File: config.mk
export PLATFORM = sky130hd
export DESIGN_NAME = crc_framed_packet_deframer_unit
export DESIGN_NICKNAME = d
export VERILOG_FILES = /design/src/rtl/cfpd_pkg.sv /design/src/rtl/cfpd_regs.sv /design/src/rtl/crc_framed_packet_deframer_unit.sv
export SDC_FILE = /design/constraint.sdc
export NUM_CORES = 1
export LEC_CHECK = 0
export BUFFER_PORTS_ARGS = -buffer_cell sky130_fd_sc_hd__buf_2
export CAP_MARGIN = 5
export CORE_MARGIN = 4
export CORE_UTILIZATION = 58
export CTS_BUF_LIST = sky130_fd_sc_hd__clkbuf_4 sky130_fd_sc_hd__clkbuf_8
export DETAILED_ROUTE_END_ITERATION = 8
export PLACE_DENSITY = 0.88
export SLEW_MARGIN = 30
export SYNTH_ARGS = -nofsm -noshare
export SYNTH_HDL_FRONTEND = slang
export SYNTH_SLANG_ARGS = --single-unit
File: constraint.sdc
create_clock -name clk_i -period 3.5 [get_ports clk_i]
set_input_delay 0.35 -clock clk_i [delete_from_list [all_inputs] [get_ports clk_i]]
set_output_delay 0.35 -clock clk_i [all_outputs]
set_load 0.05 [all_outputs]
File: src/rtl/cfpd_pkg.sv
// ----------------------------------------------------------------------------
// cfpd_pkg
// Shared types, constants and the CRC-16/Modbus byte update for the deframer.
// ----------------------------------------------------------------------------
package cfpd_pkg;

  // APB address width: three 32-bit registers at 0x0, 0x4, 0x8
  localparam int unsigned PADDR_W = 4;
  localparam int unsigned PDATA_W = 32;

  // Register reset values
  localparam logic [7:0] START_MARKER_RST = 8'hFA;
  localparam logic [7:0] OWN_ADDRESS_RST  = 8'h01;
  localparam logic [7:0] REQUEST_CODE_RST = 8'h04;

  // CRC-16/Modbus: init all ones, reflected poly, no final xor
  localparam logic [15:0] CRC_INIT = 16'hFFFF;
  localparam logic [15:0] CRC_POLY = 16'hA001;

  // Register word indexes (paddr[3:2])
  typedef enum logic [1:0] {
    REG_START_MARKER = 2'd0,
    REG_OWN_ADDRESS  = 2'd1,
    REG_REQUEST_CODE = 2'd2
  } reg_idx_e;

  // Configuration seen by the parser
  typedef struct packed {
    logic [7:0] start_marker;
    logic [7:0] own_address;
    logic [7:0] request_code;
  } cfg_t;

  // One byte through the reflected CRC, bit at a time
  function automatic logic [15:0] crc16_update(logic [15:0] crc, logic [7:0] b);
    logic [15:0] c;
    c = crc ^ {8'h00, b};
    for (int k = 0; k < 8; k++) begin
      c = c[0] ? ((c >> 1) ^ CRC_POLY) : (c >> 1);
    end
    return c;
  endfunction

endpackage

File: src/rtl/cfpd_regs.sv
// ----------------------------------------------------------------------------
// cfpd_regs
// APB register file: start marker, own address and request code.
// ----------------------------------------------------------------------------
module cfpd_regs (
  input  logic                          clk_i,
  input  logic                          rst_ni,
  input  logic                          psel,
  input  logic                          penable,
  input  logic                          pwrite,
  input  logic [cfpd_pkg::PADDR_W-1:0]  paddr,
  input  logic [cfpd_pkg::PDATA_W-1:0]  pwdata,
  output logic [cfpd_pkg::PDATA_W-1:0]  prdata,
  output logic                          pready,
  output cfpd_pkg::cfg_t                cfg_o
);
  import cfpd_pkg::*;

  cfg_t cfg_q;
  logic wr_en;

  // no wait states
  assign pready = 1'b1;
  assign wr_en  = psel && penable && pwrite;

  // register write; unknown addresses are dropped
  always_ff @(posedge clk_i or negedge rst_ni) begin
    if (!rst_ni) begin
      cfg_q.start_marker <= START_MARKER_RST;
      cfg_q.own_address  <= OWN_ADDRESS_RST;
      cfg_q.request_code <= REQUEST_CODE_RST;
    end else if (wr_en) begin
      unique case (paddr[3:2])
        REG_START_MARKER: cfg_q.start_marker <= pwdata[7:0];
        REG_OWN_ADDRESS:  cfg_q.own_address  <= pwdata[7:0];
        REG_REQUEST_CODE: cfg_q.request_code <= pwdata[7:0];
        default: ;
      endcase
    end
  end

  // read mux
  always_comb begin
    prdata = '0;
    unique case (paddr[3:2])
      REG_START_MARKER: prdata[7:0] = cfg_q.start_marker;
      REG_OWN_ADDRESS:  prdata[7:0] = cfg_q.own_address;
      REG_REQUEST_CODE: prdata[7:0] = cfg_q.request_code;
      default:          prdata      = '0;
    endcase
  end

  assign cfg_o = cfg_q;

endmodule

File: src/rtl/crc_framed_packet_deframer_unit.sv
// Flow: a byte accepted into the input register is parsed once the output
// register can take its result, which is then registered onto the output ports.
// Throughput: one byte per cycle while results are taken; the bound is the
// single CRC-16 byte update in the parse stage.
// Reset (rst_ni low, async): hunting for a start byte, CRC at 0xFFFF, no beat
// held, registers back to 0xFA / 0x01 / 0x04.
// ----------------------------------------------------------------------------
// crc_framed_packet_deframer_unit
// Length-prefixed frame parser with CRC-16/Modbus check; emits payload bytes
// with their index and one end-of-frame summary per frame.
// ----------------------------------------------------------------------------
module crc_framed_packet_deframer_unit (
  input  logic                          clk_i,
  input  logic                          rst_ni,
  // config port
  input  logic                          psel,
  input  logic                          penable,
  input  logic                          pwrite,
  input  logic [cfpd_pkg::PADDR_W-1:0]  paddr,
  input  logic [cfpd_pkg::PDATA_W-1:0]  pwdata,
  output logic [cfpd_pkg::PDATA_W-1:0]  prdata,
  output logic                          pready,
  // byte input
  input  logic                          in_valid_i,
  output logic                          in_ready_o,
  input  logic [7:0]                    rx_byte_i,
  // result output
  output logic                          out_valid_o,
  input  logic                          out_ready_i,
  output logic                          out_kind_o,
  output logic [7:0]                    data_byte_o,
  output logic [7:0]                    payload_index_o,
  output logic [7:0]                    frame_addr_o,
  output logic [7:0]                    frame_cmd_o,
  output logic [7:0]                    frame_len_o,
  output logic                          crc_good_o,
  output logic                          request_for_me_o
);
  import cfpd_pkg::*;

  typedef enum logic [2:0] {
    PH_HUNT = 3'd0,
    PH_ADDR = 3'd1,
    PH_CMD  = 3'd2,
    PH_LEN  = 3'd3,
    PH_DATA = 3'd4,
    PH_CRCL = 3'd5,
    PH_CRCH = 3'd6
  } phase_e;

  cfg_t cfg;

  cfpd_regs u_regs (
    .clk_i   (clk_i),
    .rst_ni  (rst_ni),
    .psel    (psel),
    .penable (penable),
    .pwrite  (pwrite),
    .paddr   (paddr),
    .pwdata  (pwdata),
    .prdata  (prdata),
    .pready  (pready),
    .cfg_o   (cfg)
  );

  // input register
  logic       in_vld_q;
  logic [7:0] in_byte_q;
  logic       proc;

  // parse state
  phase_e      phase_q, phase_d;
  logic [15:0] crc_q, crc_d;
  logic [7:0]  addr_q, addr_d;
  logic [7:0]  cmd_q, cmd_d;
  logic [7:0]  len_q, len_d;
  logic [7:0]  cnt_q, cnt_d;
  logic [7:0]  crcl_q, crcl_d;

  // result of the current byte
  logic        res_vld;
  logic        res_kind;
  logic [7:0]  res_data, res_idx, res_addr, res_cmd, res_len;
  logic        res_good, res_mine;
  logic [15:0] crc_next;
  logic [7:0]  cnt_inc;

  // output register
  logic        out_vld_q;
  logic        kind_q, good_q, mine_q;
  logic [7:0]  data_q, idx_q, faddr_q, fcmd_q, flen_q;

  // a byte is parsed when the output register can take its result
  assign proc       = in_vld_q && (!out_vld_q || out_ready_i);
  assign in_ready_o = !in_vld_q || proc;

  always_ff @(posedge clk_i or negedge rst_ni) begin
    if (!rst_ni) begin
      in_vld_q <= 1'b0;
    end else if (in_ready_o) begin
      in_vld_q <= in_valid_i;
    end
  end

  always_ff @(posedge clk_i) begin
    if (in_valid_i && in_ready_o) begin
      in_byte_q <= rx_byte_i;
    end
  end

  assign crc_next = crc16_update(crc_q, in_byte_q);
  assign cnt_inc  = cnt_q + 8'd1;

  // byte parser
  always_comb begin
    phase_d  = phase_q;
    crc_d    = crc_q;
    addr_d   = addr_q;
    cmd_d    = cmd_q;
    len_d    = len_q;
    cnt_d    = cnt_q;
    crcl_d   = crcl_q;
    res_vld  = 1'b0;
    res_kind = 1'b0;
    res_data = '0;
    res_idx  = '0;
    res_addr = '0;
    res_cmd  = '0;
    res_len  = '0;
    res_good = 1'b0;
    res_mine = 1'b0;
    unique case (phase_q)
      PH_ADDR: begin
        addr_d  = in_byte_q;
        crc_d   = crc_next;
        phase_d = PH_CMD;
      end
      PH_CMD: begin
        cmd_d   = in_byte_q;
        crc_d   = crc_next;
        phase_d = PH_LEN;
      end
      PH_LEN: begin
        len_d   = in_byte_q;
        cnt_d   = '0;
        crc_d   = crc_next;
        phase_d = (in_byte_q != 8'd0) ? PH_DATA : PH_CRCL;
      end
      PH_DATA: begin
        res_vld  = 1'b1;
        res_data = in_byte_q;
        res_idx  = cnt_q;
        crc_d    = crc_next;
        cnt_d    = cnt_inc;
        if (cnt_inc == len_q) begin
          phase_d = PH_CRCL;
        end
      end
      PH_CRCL: begin
        crcl_d  = in_byte_q;
        phase_d = PH_CRCH;
      end
      PH_CRCH: begin
        res_vld  = 1'b1;
        res_kind = 1'b1;
        res_addr = addr_q;
        res_cmd  = cmd_q;
        res_len  = len_q;
        res_good = ({in_byte_q, crcl_q} == crc_q);
        res_mine = res_good && (addr_q == cfg.own_address)
                   && (cmd_q == cfg.request_code) && (len_q == 8'd0);
        crc_d    = CRC_INIT;
        phase_d  = PH_HUNT;
      end
      default: begin
        // hunting, and the unused phase code
        phase_d = PH_HUNT;
        if (in_byte_q == cfg.start_marker) begin
          crc_d   = crc16_update(CRC_INIT, in_byte_q);
          phase_d = PH_ADDR;
        end
      end
    endcase
  end

  // parse state registers
  always_ff @(posedge clk_i or negedge rst_ni) begin
    if (!rst_ni) begin
      phase_q <= PH_HUNT;
      crc_q   <= CRC_INIT;
      addr_q  <= '0;
      cmd_q   <= '0;
      len_q   <= '0;
      cnt_q   <= '0;
      crcl_q  <= '0;
    end else if (proc) begin
      phase_q <= phase_d;
      crc_q   <= crc_d;
      addr_q  <= addr_d;
      cmd_q   <= cmd_d;
      len_q   <= len_d;
      cnt_q   <= cnt_d;
      crcl_q  <= crcl_d;
    end
  end

  // output beat valid
  always_ff @(posedge clk_i or negedge rst_ni) begin
    if (!rst_ni) begin
      out_vld_q <= 1'b0;
    end else if (proc) begin
      out_vld_q <= res_vld;
    end else if (out_ready_i) begin
      out_vld_q <= 1'b0;
    end
  end

  // output beat payload
  always_ff @(posedge clk_i) begin
    if (proc && res_vld) begin
      kind_q  <= res_kind;
      data_q  <= res_data;
      idx_q   <= res_idx;
      faddr_q <= res_addr;
      fcmd_q  <= res_cmd;
      flen_q  <= res_len;
      good_q  <= res_good;
      mine_q  <= res_mine;
    end
  end

  assign out_valid_o      = out_vld_q;
  assign out_kind_o       = kind_q;
  assign data_byte_o      = data_q;
  assign payload_index_o  = idx_q;
  assign frame_addr_o     = faddr_q;
  assign frame_cmd_o      = fcmd_q;
  assign frame_len_o      = flen_q;
  assign crc_good_o       = good_q;
  assign request_for_me_o = mine_q;

endmodule

# --- Word level (Yosys, flattened, before mapping) ---
# Index checks and enable logic that the tools add are counted.
classes:
  n_eq_ne: 14
  bitwise: 19
  n_mux: 28
  add_sub_neg: 1
  reduce_logical: 30
ops:
  columns: ["operator", "count"]
  rows:
  - ["$mux 16", 17]
  - ["$not 2->3", 16]
  - ["$pmux 16 s3", 1]
  - ["$eq 8x8->1", 4]
  - ["$pmux 8 s3", 1]
  - ["$pmux 3 s6", 1]
  - ["$reduce_and 2->1", 9]
  - ["$eq 16x16->1", 1]
  - ["$not 8->16", 1]
  - ["$pmux 8 s2", 1]
  - ["$xor 16x8->16", 1]
  - ["$eq 3x3->1 const B", 3]
  - ["$add 8x1->8 const B", 1]
  - ["$logic_and 1x1->1", 8]
  - ["$logic_not 8->1", 1]
  - ["$reduce_bool 8->1", 1]
  - ["$eq 3x2->1 const B", 2]
  - ["$mux 1", 6]
  - ["$reduce_bool 2->1", 2]
  - ["$reduce_or 4->1", 1]
  - ["$eq 3x1->1 const B", 1]
  - ["$mux 3", 1]
  - ["$reduce_and 3->1", 1]
  - ["$reduce_bool 3->1", 1]
  - ["other kinds (8)", 10]
totals:
  reg_bits: 136
  elab_cells: 113
  inputBits: 51

# --- Longest topological paths before layout ---
depth:
  depth_word: 19
  mapped_depth: 9

# --- Hierarchy ---
# Synthesis repeated with hierarchy kept, for this count alone.
hier_totals:
  hier_cells: 595
  hier_area_um2: 6932.9
modules_own_cells:
  columns: ["mod", "area_per_inst_um2", "cells_each", "n_inst"]
  rows:
  - ["crc_framed_packet_deframer_unit", 5589.1, 487, 1]
  - ["cfpd_regs", 1343.8, 108, 1]

# --- Worst setup path before layout ---
# No wires, ideal clock.
synth_path:
  path_kind: "register to register"
  start: "reg out_vld_q, in the netlist out_valid_o"
  end: "reg good_q, in the netlist crc_good_o, enable pin"
  path_buffers: 0
  setup_ns: 0.444
  stages_incl_launch_ff: 4
  setup_slack_ns: 0.225
  t_required_ns: 3.056
  arrival_time_ns: 2.831
  cell_sequence: "dfrtp_1 > nand2b_1 > nand2_1 > nor2_1"
synth_via:
  elab_chain_len: 4
synth_lines:
  columns: ["item", "line_no", "text"]
  rows:
  - ["start: declaration", "crc_framed_packet_deframer_unit.sv:89", "logic out_vld_q;"]
  - ["start signal: assignment", "crc_framed_packet_deframer_unit.sv:212", "out_vld_q <= res_vld;"]
  - ["$logic_not 1->1", "crc_framed_packet_deframer_unit.sv:94", "assign proc = in_vld_q && (!out_vld_q || out_ready_i);"]
  - ["$logic_or 1x1->1", "crc_framed_packet_deframer_unit.sv:94", null]
  - ["$logic_and 1x1->1", "crc_framed_packet_deframer_unit.sv:94", null]
  - ["$logic_and 1x1->1", "crc_framed_packet_deframer_unit.sv:220", "if (proc && res_vld) begin"]
  - ["end signal: assignment", "crc_framed_packet_deframer_unit.sv:227", "good_q <= res_good;"]
  - ["end: declaration", "crc_framed_packet_deframer_unit.sv:90", "logic kind_q, good_q, mine_q;"]
# No other way between the ends.
# A chain may end at the register's enable or synchronous reset.

# --- Final worst setup path ---
layout_path:
  start: "reg in_byte_q[0]"
  end: "reg crc_q[15]"
layout_via:
  elab_chain_len: 11
  elab_cells_between_ends: 23
  classes_between: "eq/ne: 1; mux: 18; bitwise: 2; reduce/logical: 2"
layout_lines:
  columns: ["item", "line_no", "text"]
  rows:
  - ["start: declaration", "crc_framed_packet_deframer_unit.sv:68", "logic [7:0] in_byte_q;"]
  - ["start signal: assignment", "crc_framed_packet_deframer_unit.sv:107", "in_byte_q <= rx_byte_i;"]
  - ["$not 8->16 (no line)", null, null]
  - ["$mux 16 (8 in a row)", "cfpd_pkg.sv:39", "c = c[0] ? ((c >> 1) ^ CRC_POLY) : (c >> 1);"]
  - ["$mux 16", "crc_framed_packet_deframer_unit.sv:178", "if (in_byte_q == cfg.start_marker) begin"]
  - ["$pmux 16 s3", "crc_framed_packet_deframer_unit.sv:132", "unique case (phase_q)"]
  - ["end signal: assignment", "crc_framed_packet_deframer_unit.sv:198", "crc_q <= crc_d;"]
  - ["end: declaration", "crc_framed_packet_deframer_unit.sv:73", "logic [15:0] crc_q, crc_d;"]
# Parallel ways exist; a longest one is shown, timed or not. The select of a mux whose other input is x is not followed.

==> results.txt <==
Status: finished, final reports clean
Crit end category: register
Worst-path fanout max: 7
Routed len/inst: 17.8 um
CTS Root Cell: clkbuf_8
CP startpoint kind: register
Htree depth: 4
Utilization after layout: 65.9%
Syn Inst Count: 609
TritonCTS clock tree: done
Vias in the first global route: 4600
Global-route wire length before repair: 23.6 mm
Fin crit share: 71.6%
Critical path data required time: 3870 ps
Antenna fix cells: 0
Setup_tns: 0 ps
Vias per cell: 5.70
Post-route ant nets: 0
Worst Path Arrival: 2880 ps
Synthesized flop and latch total: 136
CP Launch Point: in_byte_q[0]
Tot Pwr: 6.56 mW
CP Capture Point: crc_q[15]
Worst-margin pin slew: 772 ps
Num CTS Buffers: 17
Warnings, synthesis: 0
Core area: 11400 um^2
Share of layout cells above drive strength 1: 25.3%
RePlAce Congestion: 0.984
HPWL Detailed: 10.6 mm
DIE AREA: 13400 um^2
Seq/Total Area, Yosys: 54.7%
Clock Sinks: 136
Asr flop ratio synth: 62.5%
Worst-Skew Late Latency: 440 ps
Static Leak: 3.17 nW
Max Cap Violations: 0
Fin cells: 835
Setup slack on the worst flop-to-flop path: 1000 ps
Worst reg2reg endpoint: crc_q[15]
DRC: 0
Initial drt markers: 392
Placed inst area: 7120 um^2
VDD IR max: 390 uV
Antenna violations before repair: 0
Row Count: 39
Final hold slack: 80.4 ps
Flip-flop count of the largest register after layout: 24
Post-Place Worst Slack: 1070 ps
Tmin final: 2500 ps
IO Pins: 129
Yosys cell types: 49
Global route total overflow: 0
Gr usage total: 22.9%
Power Density: 872 nW/um^2
Critical path class: register to register
Fillers: 844
Layout Skew: 7.69 ps
Main synth FF type: dfrtp_1
Min-Delay Path Class: input port to register
Routed WL: 14.9 mm
Final Hold Vio Count: 0
I/O Buffers: 77
Largest net degree at the start of global routing: 86
# placed instances: 802
Final #Nets: 735
RSZ-0062 raised after global routing: no
Worst r2r src: in_byte_q[0]
Worst Reg-to-Reg Cells: 8
Area Overhead vs Synth: 11.5%
Mean Syn Cell Area: 11.1 um^2
Slew margin rel.: 48.5%
DRT Pass-1 Iters: 7
Max-slew violations: 0
Die height: 116 um
Fmax: 0.399 GHz
Syn Std Cell Area: 6750 um^2
Setup WS post-layout: 995 ps
# setup viols final: 0
Routed via count: 4758
EDFF count, synth: 51
Resized cells post-CTS: 0
CTS clk-pin slew, worst paths: 70 ps
Clock buffer depth: 2
Initial core utilization: 59.1%
Die width: 116 um
Finished Cell Area: 7520 um^2
how the worst min path moves through the flow:
stage,start,endpoint,slack (ps),cells past startpoint
finish,rx_byte_i[0],in_byte_q[0],80,1
global route,rx_byte_i[7],in_byte_q[7],50,1
CTS,rx_byte_i[0],in_byte_q[0],70,1
detailed placement,rst_ni,addr_q[3],450,1
global placement,crc_q[14],crc_q[14],490,2
floorplan,rst_ni,addr_q[0],50,0
metal layers:
metal	up-vias	share of wire [%]	track usage, %
met2	223	50	37.2
met3	32	7.4	6.48
li1	2169	-	-
met5	-	0	0
met4	0	2.1	7.50
met1	2334	41	29.9
synth_stat cells (all sizes together) (17+ instances only):
| cell type | number | share of area, % |
|---|---|---|
| a21oi | 17 | 1.3 |
| and2 | 46 | 4.3 |
| buf | 36 | 3.7 |
| clkbuf | 18 | 1.0 |
| dfrtp | 61 | 23 |
| dfstp | 24 | 9.3 |
| edfxtp | 51 | 23 |
| mux2 | 25 | 4.2 |
| nand2 | 62 | 3.4 |
| nor2 | 30 | 1.7 |
| o21ai | 60 | 4.5 |
| xnor2 | 57 | 7.6 |
| xor2 | 23 | 3.0 |
layout by cell type, fill, tap and decap left out, types with 3 or more instances in the layout:
cell and n:
nand2_1 62, a21oi_1 17, dfrtp_1 61, nand2b_1 4, mux2i_1 8, nor2_1 29, nor3_1 4, nand4_1 11
dfstp_2 24, clkbuf_8 17, conb_1 25, xor2_1 23, o21ai_1 6, or3_1 3, nand3_1 8, xnor2_1 55
inv_6 4, mux2_2 25, buf_4 4, edfxtp_1 51, and2_1 46, clkinvlp_4 3, inv_1 14, o21ai_0 54
buf_2 76, ha_1 5, and3_1 8, a211oi_1 3, nor4_1 5
area by class of cell:
class / instances / area [um^2] / area share (%)
sequential: 136 / 3690 / 49.0
multi-input combinational: 428 / 2780 / 36.9
timing repair buffer: 82 / 432 / 5.74
clock buffer: 19 / 249 / 3.31
tap: 143 / 179 / 2.38
clock inverter: 13 / 145 / 1.93
inverter: 14 / 52.6 / 0.698
power by group:
| group | internal (mW) | switching (mW) | total (mW) |
|---|---|---|---|
| logic | 1.01 | 1.54 | 2.54 |
| clock network | 0.656 | 0.634 | 1.29 |
| registers | 2.22 | 0.510 | 2.73 |
| total | 3.88 | 2.68 | 6.56 |
critical path, cell delays in order (launching register included):
cell and delay, ps:
edfxtp_1 560, inv_1 250, ha_1 380, xnor2_1 310, xnor2_1 140, xnor2_1 290
xnor2_1 200, nand2_1 80, o221a_2 230
kinds of logic after synthesis:
family,synth area share (%)
and+or+nand+nor,14.7
DFF,54.7
AOI/OAI and AO/OA,7.72
xor gates and xnor gates,11.0
buffers and inverters,5.53
muxes,5.36
adders and majority gates,0.927
other,0.111
timing repair:
action                                 in CTS  in global routing
hold buffers                                1                  0
setup buffers                               0                  0
endpoints found under the hold margin      61                  0
(Power assumes the default switching activity.)
